File: src/sv/ascii_pump_telegram_builder_top_macros.svh
// Assertion macros for the pump telegram builder.
// Used by the top level; expects signals named clk and rst in the including scope.
`ifndef ASCII_PUMP_TELEGRAM_BUILDER_TOP_MACROS_SVH
`define ASCII_PUMP_TELEGRAM_BUILDER_TOP_MACROS_SVH
`ifndef SYNTHESIS
`define APTB_ASSERT(lbl, prop, msg) \
  lbl: assert property (@(posedge clk) disable iff (rst) (prop)) else $error(msg);
`define APTB_ASSERT_IMP(lbl, ante, cons, msg) \
  lbl: assert property (@(posedge clk) disable iff (rst) (ante) |-> (cons)) else $error(msg);
`else
`define APTB_ASSERT(lbl, prop, msg)
`define APTB_ASSERT_IMP(lbl, ante, cons, msg)
`endif
`endif

File: src/sv/aptb_pkg.sv
// Shared types, character codes and digit helpers for the pump telegram builder.
// No dependencies; the design and testbench modules use it by scoped names.
package aptb_pkg;

  typedef struct packed {
    logic [9:0]  device_address;
    logic [9:0]  parameter_number;
    logic [19:0] data_value;
  } req_t;

  typedef struct packed {
    logic [7:0] out_byte;
    logic       last_byte;
  } chr_t;

  // Telegram kinds.
  localparam logic [1:0] KIND_QUERY = 2'd0;
  localparam logic [1:0] KIND_SHORT = 2'd1;
  localparam logic [1:0] KIND_LONG  = 2'd2;

  // One classified request with all decimal digits ready, lowest digit first.
  typedef struct packed {
    logic [1:0]  kind;
    logic [11:0] addr_dig;
    logic [11:0] param_dig;
    logic [23:0] data_dig;
  } desc_t;

  // Conversion takes two bits a cycle over a 20-bit source.
  localparam int unsigned SRC_BITS = 20;
  localparam logic [3:0]  CNT_LAST = 4'(SRC_BITS / 2 - 1);

  localparam logic [19:0] CLAMP_SHORT = 20'd999;
  localparam logic [19:0] CLAMP_LONG  = 20'd999999;

  localparam logic [4:0] LEN_QUERY = 5'd12;
  localparam logic [4:0] LEN_SHORT = 5'd13;
  localparam logic [4:0] LEN_LONG  = 5'd16;

  localparam logic [7:0] CH_ZERO  = 8'h30;
  localparam logic [7:0] CH_ONE   = 8'h31;
  localparam logic [7:0] CH_TWO   = 8'h32;
  localparam logic [7:0] CH_THREE = 8'h33;
  localparam logic [7:0] CH_SIX   = 8'h36;
  localparam logic [7:0] CH_EQUAL = 8'h3D;
  localparam logic [7:0] CH_QUERY = 8'h3F;
  localparam logic [7:0] CH_CR    = 8'h0D;

  function automatic logic is_short_write(input logic [9:0] p);
    logic special;
    logic in_band;
    special = (p == 10'd708) || (p == 10'd720) || (p == 10'd797);
    in_band = (p >= 10'd17) && (p <= 10'd100) && (p != 10'd23) && (p != 10'd50) &&
              (p != 10'd61);
    return special || in_band;
  endfunction

  // One shift-and-add-3 step of binary to BCD conversion on six digits.
  function automatic logic [23:0] bcd_step(input logic [23:0] bcd, input logic b);
    logic [23:0] adj;
    adj = bcd;
    for (int i = 0; i < 6; i++) begin
      if (adj[4*i +: 4] >= 4'd5) begin
        adj[4*i +: 4] = adj[4*i +: 4] + 4'd3;
      end
    end
    return {adj[22:0], b};
  endfunction

  // Splits a byte into three decimal digits, hundreds in the top nibble.
  function automatic logic [11:0] sum_to_bcd(input logic [7:0] v);
    logic [1:0]  h;
    logic [6:0]  r;
    logic [14:0] prod;
    logic [3:0]  t;
    logic [3:0]  u;
    if (v >= 8'd200) begin
      h = 2'd2;
      r = 7'(v - 8'd200);
    end else if (v >= 8'd100) begin
      h = 2'd1;
      r = 7'(v - 8'd100);
    end else begin
      h = 2'd0;
      r = v[6:0];
    end
    prod = 15'(r) * 15'd205;
    t    = 4'(prod >> 11);
    u    = 4'(r - {t, 3'b000} - {2'b00, t, 1'b0});
    return {2'b00, h, t, u};
  endfunction

  function automatic logic [7:0] digit_char(input logic [3:0] d);
    return {4'h3, d};
  endfunction

endpackage

File: src/sv/ascii_pump_telegram_builder_top.sv
// Top level of the pump telegram builder: front end, request queue, serializer.
// Depends on aptb_pkg, aptb_front, aptb_queue, aptb_back and the macros header.
`include "ascii_pump_telegram_builder_top_macros.svh"

// A request carries a device address, a parameter number and a data value;
// the block answers with the ASCII telegram for it, one character per output
// transfer, with last_byte set on the closing carriage return. Parameters 300
// to 399 give a 16-character query; other parameters give a write of 17
// characters (three data digits, data clamped to 999) or 20 characters (six
// data digits, data clamped to 999999). Addresses and parameters above 999
// are sent as their low three decimal digits. For each request the front end
// first accepts and classifies it, in the same cycle handing the previous
// result to the queue, and then converts address, parameter and data to
// decimal two bits at a time. A two-entry queue then feeds the serializer,
// which emits one character per cycle while the output is not stalled. The
// serializer, not the front end, sets the sustained rate. An accepted request
// passes through conversion, the queue and the serializer's registered output
// stage before its first character leaves. The block holds no state across
// requests other than the queued ones.
module ascii_pump_telegram_builder_top (
  input  logic            clk,
  input  logic            rst,
  input  logic            req_valid,
  output logic            req_stall,
  input  aptb_pkg::req_t  req,
  output logic            chr_valid,
  input  logic            chr_stall,
  output aptb_pkg::chr_t  chr
);

  logic            push;
  aptb_pkg::desc_t push_desc;
  logic            pop;
  aptb_pkg::desc_t head;
  logic            q_full;
  logic            q_empty;
  logic            push_digits_ok;

  // Classification and decimal conversion.
  aptb_front u_front (
    .clk       (clk),
    .rst       (rst),
    .req_valid (req_valid),
    .req_stall (req_stall),
    .req       (req),
    .full      (q_full),
    .push      (push),
    .push_desc (push_desc)
  );

  // Decouples conversion from serialization so either side may stall alone.
  aptb_queue u_queue (
    .clk       (clk),
    .rst       (rst),
    .push      (push),
    .push_desc (push_desc),
    .pop       (pop),
    .head      (head),
    .full      (q_full),
    .empty     (q_empty)
  );

  // Character generation, checksum and the registered output stage.
  aptb_back u_back (
    .clk       (clk),
    .rst       (rst),
    .head      (head),
    .empty     (q_empty),
    .pop       (pop),
    .chr_valid (chr_valid),
    .chr_stall (chr_stall),
    .chr       (chr)
  );

  // Top digit of each field, the first to go wrong, and the lowest data digit.
  assign push_digits_ok = (push_desc.data_dig[23:20] <= 4'd9) &&
                          (push_desc.data_dig[3:0] <= 4'd9) &&
                          (push_desc.addr_dig[11:8] <= 4'd9) &&
                          (push_desc.param_dig[11:8] <= 4'd9);

  // The front end must never hand over a request the queue cannot hold.
  `APTB_ASSERT(a_no_push_when_full, !(push && q_full), "push into a full queue")
  // The top digit of each field and the lowest data digit must be valid decimal digits.
  `APTB_ASSERT_IMP(a_push_digits_bcd, push, push_digits_ok, "non-decimal digit pushed")
  // The serializer only pops when the queue has an entry.
  `APTB_ASSERT(a_no_pop_when_empty, !(pop && q_empty), "pop from an empty queue")

endmodule

File: src/sv/aptb_front.sv
// Front end: accepts a request, classifies it, clamps the data and converts
// all fields to decimal digits. Depends on aptb_pkg.
module aptb_front (
  input  logic                clk,
  input  logic                rst,
  input  logic                req_valid,
  output logic                req_stall,
  input  aptb_pkg::req_t      req,
  input  logic                full,
  output logic                push,
  output aptb_pkg::desc_t     push_desc
);

  localparam logic [1:0] ST_IDLE = 2'd0;
  localparam logic [1:0] ST_CONV = 2'd1;
  localparam logic [1:0] ST_DONE = 2'd2;

  logic [1:0]  state;
  logic [3:0]  cnt;
  logic [1:0]  kind;
  logic [19:0] asrc;
  logic [19:0] psrc;
  logic [19:0] dsrc;
  logic [23:0] abcd;
  logic [23:0] pbcd;
  logic [23:0] dbcd;

  logic        accept;
  logic        is_query;
  logic        is_short;
  logic [1:0]  kind_next;
  logic [19:0] data_clamped;

  assign req_stall = !((state == ST_IDLE) || ((state == ST_DONE) && !full));
  assign accept    = req_valid && !req_stall;
  assign push      = (state == ST_DONE) && !full;

  always_comb begin
    is_query = (req.parameter_number >= 10'd300) && (req.parameter_number <= 10'd399);
    is_short = aptb_pkg::is_short_write(req.parameter_number);
    if (is_query) begin
      kind_next    = aptb_pkg::KIND_QUERY;
      data_clamped = '0;
    end else if (is_short) begin
      kind_next    = aptb_pkg::KIND_SHORT;
      data_clamped = (req.data_value > aptb_pkg::CLAMP_SHORT) ? aptb_pkg::CLAMP_SHORT
                                                                : req.data_value;
    end else begin
      kind_next    = aptb_pkg::KIND_LONG;
      data_clamped = (req.data_value > aptb_pkg::CLAMP_LONG) ? aptb_pkg::CLAMP_LONG
                                                               : req.data_value;
    end
  end

  always_ff @(posedge clk) begin
    if (rst) begin
      state <= ST_IDLE;
      cnt   <= '0;
    end else begin
      priority if (accept) begin
        state <= ST_CONV;
        cnt   <= '0;
      end else if (state == ST_CONV) begin
        cnt <= cnt + 4'd1;
        if (cnt == aptb_pkg::CNT_LAST) begin
          state <= ST_DONE;
        end
      end else if (push) begin
        state <= ST_IDLE;
      end else begin
        state <= state;
      end
    end
  end

  // Two conversion steps per cycle, most significant source bits first.
  always_ff @(posedge clk) begin
    if (accept) begin
      kind <= kind_next;
      asrc <= {10'd0, req.device_address};
      psrc <= {10'd0, req.parameter_number};
      dsrc <= data_clamped;
      abcd <= '0;
      pbcd <= '0;
      dbcd <= '0;
    end else if (state == ST_CONV) begin
      abcd <= aptb_pkg::bcd_step(aptb_pkg::bcd_step(abcd, asrc[19]), asrc[18]);
      pbcd <= aptb_pkg::bcd_step(aptb_pkg::bcd_step(pbcd, psrc[19]), psrc[18]);
      dbcd <= aptb_pkg::bcd_step(aptb_pkg::bcd_step(dbcd, dsrc[19]), dsrc[18]);
      asrc <= {asrc[17:0], 2'b00};
      psrc <= {psrc[17:0], 2'b00};
      dsrc <= {dsrc[17:0], 2'b00};
    end
  end

  // Values above 999 keep only their low three digits.
  assign push_desc.kind      = kind;
  assign push_desc.addr_dig  = abcd[11:0];
  assign push_desc.param_dig = pbcd[11:0];
  assign push_desc.data_dig  = dbcd;

endmodule

File: src/sv/aptb_queue.sv
// Two-entry queue of converted requests between front end and serializer.
// Depends on aptb_pkg.
module aptb_queue (
  input  logic            clk,
  input  logic            rst,
  input  logic            push,
  input  aptb_pkg::desc_t push_desc,
  input  logic            pop,
  output aptb_pkg::desc_t head,
  output logic            full,
  output logic            empty
);

  aptb_pkg::desc_t entries [2];
  logic            wr_ptr;
  logic            rd_ptr;
  logic [1:0]      count;
  logic            do_push;
  logic            do_pop;

  assign full    = (count == 2'd2);
  assign empty   = (count == 2'd0);
  assign do_push = push && !full;
  assign do_pop  = pop && !empty;
  assign head    = entries[rd_ptr];

  always_ff @(posedge clk) begin
    if (rst) begin
      wr_ptr <= 1'b0;
      rd_ptr <= 1'b0;
      count  <= '0;
    end else begin
      if (do_push) begin
        wr_ptr <= !wr_ptr;
      end
      if (do_pop) begin
        rd_ptr <= !rd_ptr;
      end
      unique case ({do_push, do_pop})
        2'b10:   count <= count + 2'd1;
        2'b01:   count <= count - 2'd1;
        default: count <= count;
      endcase
    end
  end

  always_ff @(posedge clk) begin
    if (do_push) begin
      entries[wr_ptr] <= push_desc;
    end
  end

endmodule

File: src/sv/aptb_back.sv
// Serializer: turns one queued request into telegram bytes, one per cycle
// unless stalled, summing the checksum as it goes. Depends on aptb_pkg.
module aptb_back (
  input  logic            clk,
  input  logic            rst,
  input  aptb_pkg::desc_t head,
  input  logic            empty,
  output logic            pop,
  output logic            chr_valid,
  input  logic            chr_stall,
  output aptb_pkg::chr_t  chr
);

  logic            busy;
  logic [4:0]      idx;
  logic [7:0]      sum;
  aptb_pkg::desc_t cur;
  logic            ovalid;
  aptb_pkg::chr_t  odata;

  logic            advance;
  logic [4:0]      body_len;
  logic [4:0]      rel;
  logic [4:0]      didx_s;
  logic [4:0]      didx_l;
  logic [2:0]      didx;
  logic [3:0]      data_digit;
  logic [11:0]     cks;
  logic [7:0]      body_char;
  logic [7:0]      ch;
  logic            ch_last;
  logic            is_query;

  assign advance   = busy && (!ovalid || !chr_stall);
  assign pop       = (!busy || (advance && ch_last)) && !empty;
  assign chr_valid = ovalid;
  assign chr       = odata;

  always_comb begin
    is_query = (cur.kind == aptb_pkg::KIND_QUERY);
    unique case (cur.kind)
      aptb_pkg::KIND_QUERY: body_len = aptb_pkg::LEN_QUERY;
      aptb_pkg::KIND_SHORT: body_len = aptb_pkg::LEN_SHORT;
      default:              body_len = aptb_pkg::LEN_LONG;
    endcase
    rel    = idx - body_len;
    didx_s = 5'd12 - idx;
    didx_l = 5'd15 - idx;
    didx   = (cur.kind == aptb_pkg::KIND_SHORT) ? didx_s[2:0] : didx_l[2:0];
    unique case (didx)
      3'd0:    data_digit = cur.data_dig[3:0];
      3'd1:    data_digit = cur.data_dig[7:4];
      3'd2:    data_digit = cur.data_dig[11:8];
      3'd3:    data_digit = cur.data_dig[15:12];
      3'd4:    data_digit = cur.data_dig[19:16];
      3'd5:    data_digit = cur.data_dig[23:20];
      default: data_digit = 4'd0;
    endcase
    cks = aptb_pkg::sum_to_bcd(sum);

    unique case (idx)
      5'd0:  body_char = aptb_pkg::digit_char(cur.addr_dig[11:8]);
      5'd1:  body_char = aptb_pkg::digit_char(cur.addr_dig[7:4]);
      5'd2:  body_char = aptb_pkg::digit_char(cur.addr_dig[3:0]);
      5'd3:  body_char = is_query ? aptb_pkg::CH_ZERO : aptb_pkg::CH_ONE;
      5'd4:  body_char = aptb_pkg::CH_ZERO;
      5'd5:  body_char = aptb_pkg::digit_char(cur.param_dig[11:8]);
      5'd6:  body_char = aptb_pkg::digit_char(cur.param_dig[7:4]);
      5'd7:  body_char = aptb_pkg::digit_char(cur.param_dig[3:0]);
      5'd8:  body_char = aptb_pkg::CH_ZERO;
      5'd9: begin
        unique case (cur.kind)
          aptb_pkg::KIND_QUERY: body_char = aptb_pkg::CH_TWO;
          aptb_pkg::KIND_SHORT: body_char = aptb_pkg::CH_THREE;
          default:              body_char = aptb_pkg::CH_SIX;
        endcase
      end
      5'd10: body_char = is_query ? aptb_pkg::CH_EQUAL : aptb_pkg::digit_char(data_digit);
      5'd11: body_char = is_query ? aptb_pkg::CH_QUERY : aptb_pkg::digit_char(data_digit);
      default: body_char = aptb_pkg::digit_char(data_digit);
    endcase

    ch_last = 1'b0;
    if (idx < body_len) begin
      ch = body_char;
    end else begin
      unique case (rel)
        5'd0:    ch = aptb_pkg::digit_char(cks[11:8]);
        5'd1:    ch = aptb_pkg::digit_char(cks[7:4]);
        5'd2:    ch = aptb_pkg::digit_char(cks[3:0]);
        default: begin
          ch      = aptb_pkg::CH_CR;
          ch_last = 1'b1;
        end
      endcase
    end
  end

  always_ff @(posedge clk) begin
    if (rst) begin
      busy   <= 1'b0;
      ovalid <= 1'b0;
    end else begin
      if (advance) begin
        ovalid <= 1'b1;
      end else if (!chr_stall) begin
        ovalid <= 1'b0;
      end
      if (pop) begin
        busy <= 1'b1;
      end else if (advance && ch_last) begin
        busy <= 1'b0;
      end
    end
  end

  // The running sum wraps at eight bits, which is the checksum modulo 256.
  // Only body characters are summed, so the sum holds still while its own
  // three digits go out.
  always_ff @(posedge clk) begin
    if (advance) begin
      odata.out_byte  <= ch;
      odata.last_byte <= ch_last;
    end
    if (pop) begin
      cur <= head;
      idx <= '0;
      sum <= '0;
    end else if (advance) begin
      idx <= idx + 5'd1;
      if (idx < body_len) begin
        sum <= sum + ch;
      end
    end
  end

endmodule

File: config.mk
export PLATFORM = sky130hd
export DESIGN_NAME = ascii_pump_telegram_builder_top
export DESIGN_NICKNAME = d
export VERILOG_FILES = /design/src/sv/aptb_pkg.sv /design/src/sv/ascii_pump_telegram_builder_top.sv /design/src/sv/aptb_front.sv /design/src/sv/aptb_queue.sv /design/src/sv/aptb_back.sv
export VERILOG_INCLUDE_DIRS = /design/src /design/src/sv
export SDC_FILE = /design/constraint.sdc
export NUM_CORES = 1
export LEC_CHECK = 0
export ABC_AREA = 1
export BUFFER_PORTS_ARGS = -buffer_cell sky130_fd_sc_hd__buf_4
export CAP_MARGIN = 20
export CORE_MARGIN = 10
export CORE_UTILIZATION = 55
export CTS_CLUSTER_SIZE = 40
export DETAILED_ROUTE_END_ITERATION = 8
export PLACE_DENSITY = 0.72
export SETUP_SLACK_MARGIN = 0.2
export SLEW_MARGIN = 20
export SYNTH_ARGS = -nofsm -noshare
export SYNTH_HDL_FRONTEND = slang
export SYNTH_SLANG_ARGS = --single-unit
File: constraint.sdc
create_clock -name clk -period 8.57 [get_ports clk]
set_input_delay 1.2855 -clock clk [delete_from_list [all_inputs] [get_ports clk]]
set_output_delay 1.2855 -clock clk [all_outputs]
set_load 0.01 [all_outputs]
==> key figures, run 1 <==
Status
  • Status: complete, no violations

Timing
  • Hold_ws: 461.4 ps
  • Final setup skew: 13.62 ps
  • Worst Max-Slew Pin Slew: 1003 ps
  • Max-slew violations: 0
  • Setup TNS: 0 ps
  • Period utilisation layout: 0.8030
  • Peak Freq: 145.3 MHz
  • Hold Fails Final Rpt: 0
  • Setup violations, final: 0
  • Slew HR: 0.3312
  • Final min period: 6881 ps
  • RSZ-0062 raised after global routing: no

Route
  • Via count: 11,175
  • DRC: 0
  • Detailed-router iteration count before antenna repair: 7
  • Antenna Violating Nets Remaining: 0
  • WL per Instance: 14.21 um
  • DRT Wirelength: 30,290 um
  • Initial drt markers: 737
  • Vias/cell: 5.242

Yosys
  • Sequential share of the synthesized area: 0.5086
  • Post-Synthesis Cells: 1,673
  • Top cell type's share of synthesized area: 0.3873
  • Synth async-reset ratio: 0
  • Yosys cell types: 56
  • Most common cell in the netlist: nand2_1
  • Avg Cell Area, Syn: 9.176 um2
  • Most common library cells after synthesis: nand2_1 (374), inv_1 (240), edfxtp_1 (198), o21ai_0 (137), ha_1 (108)
  • Syn. warnings: 0
  • Predominant post-synthesis flop cell: edfxtp_1
  • Largest area contributor in the synthesized netlist: edfxtp_1
  • Number of flops mapped to enable cells by yosys: 198
  • Top cells by area, synth: edfxtp_1 (39%), dfxtp_1 (12%), nand2_1 (9.1%), ha_1 (8.8%), inv_1 (5.9%)
  • Synthesis-stage register bit count: 291
  • Synthesized cell area: 0.01535 mm2

CTS
  • Hold Buf Count CTS: 0
  • Total clock sinks: 291
  • Clk_lat worst skew: 550 ps
  • TritonCTS clock tree: built
  • Post-CTS sizing: 0
  • Clock buffers created by TritonCTS: 30
  • Maximum clock path buffer count: 3
  • Clock-pin slew on the worst setup and hold paths: 60 ps
  • Clk root buf: clkbuf_16
  • Clock H-tree levels: 1
  • Postcts setup bufs: 0

Worst hold path
  • Worst hold start: u_front.asrc[8]
  • Worst Hold Class: flip-flop to flip-flop
  • Hold endpoint: u_front.asrc[10]
  • Hold-critical path depth: 2

Setup path
  • Slowest-stage cell, CP: dfxtp_1
  • Max incr delay on CP: 610 ps
  • Crit end category: flip-flop
  • Reg-to-reg slack, setup: 1690 ps
  • Kind of critical path: flip-flop to flip-flop
  • Worst reg2reg startpoint: u_back.sum[1]
  • CP max FO: 10
  • Crit path DAT: 7290 ps
  • Critical Path RT: 8980 ps
  • CP Launch Type: flip-flop
  • Worst R2R End: u_back.sum[7]
  • Most frequent CP cell: inv_1
  • Reg2reg path depth: 36

Finish
  • Nets: 1,891
  • Cell area after layout: 0.01724 mm2
  • Filler Cells Inserted: 2,308
  • Share of cells above drive strength 1: 0.09635
  • Antenna Cells: 0
  • Layout area overhead: 12.27%

Placement
  • IO Port Bufs: 52
  • DP HPWL: 21,050 um
  • Global placement routability congestion: 0.8518
  • Placement Cell Area: 0.01616 mm2

Global route
  • Gr busiest metal: met2
  • Pin count of the biggest net entering global routing: 86
  • Met1 usage: 0.2216
  • Number of global-route vias before repair: 10,834
  • Antenna violations before repair: 0
  • M2 GR Usage: 0.2925
  • Met3 Resource Use GR: 0.02405
  • First-pass GRT wire length: 51,020 um
  • GR Util All Layers: 0.1702
  • Grt total ovfl: 0

Power
  • Leakage: 7.400 nW
  • Max VDD drop: 0.2435 mV
  • Pwr/cell area: 391.2 mW/mm2

Floorplan
  • Row cnt: 61
  • Core area: 0.02763 mm2
  • Die X: 187.1 um
  • Die Ht: 187.1 um
  • Die Area: 0.03500 mm2
  • Boundary Pins: 55
  • Starting density of the core: 0.5557

Job
  • Max-Cap Viols: 0
[how the worst max path moves through the flow]
stage | startpoint | to | slack, ps | cells after the start
2_1_floorplan | u_back.sum[1] | u_back.sum[7] | 2340 | 39
3_3_place_gp | u_back.sum[1] | u_back.sum[7] | 1930 | 39
3_5_place_dp | u_back.sum[1] | u_back.sum[7] | 1690 | 36
4_1_cts | u_back.sum[1] | u_back.sum[7] | 1670 | 36
5_1_grt | u_back.sum[1] | u_back.sum[7] | 1020 | 36
6_report | u_back.sum[1] | u_back.sum[7] | 1690 | 36
[stage by stage]
| stage | instances | utilization | total power [W] | setup WS, ps |
|---|---|---|---|---|
| after floorplan | 1674 | - | 0.004577 | 2337 |
| after global placement | 2076 | 0.5850 | 0.005247 | 1931 |
| after detailed placement | 2076 | 0.5850 | 0.005362 | 1691 |
| after CTS | 2132 | 0.6239 | 0.006780 | 1668 |
| after global routing | 2132 | 0.6239 | 0.007378 | 1022 |
| final | 2132 | 0.6239 | 0.006743 | 1689 |
[area by class of cell]
cell class                      count  area, um2  share of cell area
Clock buffer                       41      863.3             0.05009
Clock inverter                     15      210.2             0.01220
Inverter                          251      944.7             0.05481
Multi-Input combinational cell   1095       6480              0.3759
Sequential cell                   291       7807              0.4530
Tap cell                          378      473.0             0.02744
Timing Repair Buffer               61      457.9             0.02657
[worst max-delay path, delay by kind of cell (launching register included)]
family / cells / cell delay, ps
adder cells (fa/ha/maj): 7 / 2420
XOR/XNOR: 3 / 630
AND/OR/NAND/NOR: 11 / 1380
AO/OA/AOI/OAI: 8 / 1260
buffers and inverters: 7 / 450
flip-flops: 1 / 610
[layer usage]
layer  vias to the layer above  share of wire
li1                       5735              -
met1                      5164           0.46
met2                       235           0.47
met3                        41          0.049
met4                         0          0.017
met5                         -              0
[placed cells by master, fill, tap and decap left out, drive strengths merged, types with 6 or more instances in the layout]
cell type | netlist | final
o21a | 15 | 15
o22ai | 22 | 22
or2 | 7 | 7
inv | 248 | 250
clkbuf | 30 | 41
xor2 | 42 | 42
nand2 | 392 | 392
a21oi | 93 | 93
o211ai | 7 | 7
ha | 108 | 108
nor3 | 11 | 11
nor2 | 93 | 93
fa | 9 | 9
nand3 | 68 | 68
clkinv | 3 | 11
a22oi | 24 | 24
buf | 7 | 61
o21ai | 140 | 140
dfxtp | 93 | 93
nor4 | 6 | 6
edfxtp | 198 | 198
nand4 | 15 | 15
[logic make-up (layout without fill, tap and decap cells)]
family | count (synthesis) | count (layout) | share of synthesized area
AOI/OAI and AO/OA | 333 | 333 | 0.1247
adders and majority gates | 117 | 117 | 0.09976
and+or+nand+nor | 600 | 600 | 0.1686
other | 1 | 2 | 0.0002443
buffers and inverters | 288 | 368 | 0.07188
xor gates and xnor gates | 43 | 43 | 0.02624
DFF | 291 | 291 | 0.5086
[flip-flops by register name, summed over array words and instances, names as in the netlist, 4 cells and up]
| register | flops |
|---|---|
| u_back.chr | 6 |
| u_back.cur | 50 |
| u_back.idx | 5 |
| u_back.sum | 8 |
| u_front.abcd | 12 |
| u_front.asrc | 20 |
| u_front.cnt | 4 |
| u_front.dbcd | 24 |
| u_front.dsrc | 20 |
| u_front.pbcd | 12 |
| u_front.psrc | 20 |
| u_queue.entries | 100 |
[power breakdown]
group          internal (W)  leakage [nW]  switching [W]
logic               0.00117          4.26        0.00215
clock network      0.000856         0.531       0.000534
registers           0.00185          2.61       0.000182
(Power assumes the default switching activity.)
==> run 2: changes to the inputs <==
clock period = 6.7 ns   (was 8.57 ns; I/O delays follow)
==> key figures, run 2 (synthesis results as in run 1) <==
Status
  • Status: complete, no violations

CTS
  • TritonCTS clock tree: built
  • Maximum clock path buffer count: 3
  • Clk root buf: clkbuf_16
  • Hold Buf Count CTS: 0
  • Clock-pin slew on the worst setup and hold paths: 60 ps
  • Clock H-tree levels: 1
  • Clk_lat worst skew: 550 ps
  • Total clock sinks: 291
  • Clock buffers created by TritonCTS: 30

Worst hold path
  • Worst Hold Class: flip-flop to flip-flop
  • Hold endpoint: u_front.psrc[10]
  • Worst hold start: u_front.psrc[8]
  • Hold-critical path depth: 2

Global route
  • Grt total ovfl: 0
  • Number of global-route vias before repair: 11,065
  • GR Util All Layers: 0.1727
  • Antenna violations before repair: 0
  • First-pass GRT wire length: 51,970 um
  • Pin count of the biggest net entering global routing: 64

Finish
  • Most common cell after layout, fill and taps aside: nand2_1
  • Nets: 1,911
  • Filler Cells Inserted: 2,315
  • Reg area: 0.007818 mm2
  • Largest registers: u_queue.entries: 100 flops, u_back.cur: 50 flops, u_front.dbcd: 24 flops
  • Final Non-Filler Cells: 2,152
  • Layout area overhead: 14.46%
  • Max reg flops: 100
  • Share of cells above drive strength 1: 0.1308
  • Leading cell types in the layout, fill and taps excluded: nand2_1 (364), inv_1 (231), edfxtp_1 (198)
  • Antenna Cells: 0
  • Most flops, register: u_queue.entries
  • Area of the multi-input gates: 0.006694 mm2

Power
  • Max VDD drop: 0.4930 mV
  • Pwr/cell area: 522.5 mW/mm2
  • Leakage: 7.488 nW

Setup path
  • Max incr delay on CP: 500 ps
  • Critical Path RT: 7100 ps
  • Worst reg2reg startpoint: u_back.sum[0]
  • Reg-to-reg slack, setup: 500 ps
  • CP Launch Type: flip-flop
  • Crit end category: flip-flop
  • Crit path DAT: 6590 ps
  • CP Launch Point: u_back.sum[0]
  • Worst R2R End: u_back.sum[7]
  • Reg2reg path depth: 38
  • Slowest-stage cell, CP: fa_1
  • Kind of critical path: flip-flop to flip-flop
  • CP max FO: 6

Timing
  • Peak Freq: 161.4 MHz
  • RSZ-0062 raised after global routing: no
  • Setup WS post-layout: 502.8 ps
  • Slew HR: 0.4590
  • Final setup skew: 16.25 ps
  • Setup violations, final: 0
  • Hold Fails Final Rpt: 0
  • Period utilisation layout: 0.9250
  • Worst Max-Slew Pin Slew: 806.5 ps
  • Setup TNS: 0 ps
  • Max-slew violations: 0
  • Final min period: 6197 ps

Route
  • Initial drt markers: 732
  • DRT Wirelength: 31,500 um
  • Detailed-router iteration count before antenna repair: 5
  • Via count: 11,337
  • DRC: 0
  • Antenna Violating Nets Remaining: 0
  • WL per Instance: 14.64 um
  • Vias/cell: 5.268

Floorplan
  • Core area: 0.02763 mm2
  • Boundary Pins: 55
  • Die Area: 0.03500 mm2
  • Row cnt: 61
  • Die X: 187.1 um
  • Die Ht: 187.1 um
  • Starting density of the core: 0.5557

Placement
  • DP HPWL: 21,720 um
  • DP Worst Slack: 69.29 ps
  • Global placement routability congestion: 0.8907
  • IO Port Bufs: 52
  • Inst Count DP: 2,080

Job
  • Max-Cap Viols: 0
[run 2: cell types whose count changed in the layout (fill, tap and decap cells not counted), moves of 8 or more]
cell / delta
buf_4: +17
inv_1: -9
nand2_1: -9
ha_1: -8
inv_2: +8
nand2_2: +8
[run 2: worst max-delay path: cells and delay by family (launching register included)]
kind	cells	cell delay (ps)
fa+ha+maj	8	2530
simple gates	15	1710
compound gates	6	720
buf+inv	8	540
flops	1	360
xor+xnor	1	170
[run 2: worst max-delay path by stage]
stage / slack (ps) / depth (start not counted) / end
after global routing: 120 / 36 / u_back.sum[7]
after global placement: 210 / 36 / u_back.sum[7]
after detailed placement: 70 / 36 / u_back.sum[7]
after CTS: 230 / 38 / u_back.sum[7]
after floorplan: 470 / 39 / u_back.sum[7]
final: 500 / 38 / u_back.sum[7]
[run 2: where the power goes]
part,switching [W],internal (W),total (W)
combinational,0.00307,0.00184,0.00491
sequential,0.000237,0.00237,0.00261
clock,0.000676,0.000982,0.00166
total,0.00398,0.00520,0.00918
[run 2: layer usage]
| layer | GRT usage | part of all wire | vias up | wire (um) |
|---|---|---|---|---|
| li1 | - | - | 5768 | - |
| met1 | 0.2242 | 0.45 | 5265 | 14300 |
| met5 | 0 | 0 | - | 0 |
| met2 | 0.2977 | 0.48 | 265 | 14990 |
| met3 | 0.02610 | 0.055 | 39 | 1720 |
| met4 | 0.03908 | 0.016 | 0 | 491 |
[run 2: timing repair]
action | CTS | global route
pin swaps | 2 | 28
setup endpoints to repair | 2 | 5
resized for setup | 4 | 55
setup buffers | 3 | 13
[run 2: final cells by class]
type	instances	area share
multi-input combinational	1095	0.3809
clock inverter	9	0.002848
timing repair buffer	81	0.03574
inverter	251	0.05404
sequential	291	0.4449
tap	378	0.02692
clock buffer	47	0.05461
[run 2: stage by stage]
stage,hold slack [ps],total power (W),util,area (um2)
floorplan,421.5,0.005854,-,15360
global placement,441.7,0.006749,0.5861,16190
detailed placement,450.1,0.006864,0.5861,16190
CTS,463.7,0.008591,0.6239,17240
global route,485.0,0.009965,0.6360,17570
finish,463.7,0.009181,0.6360,17570
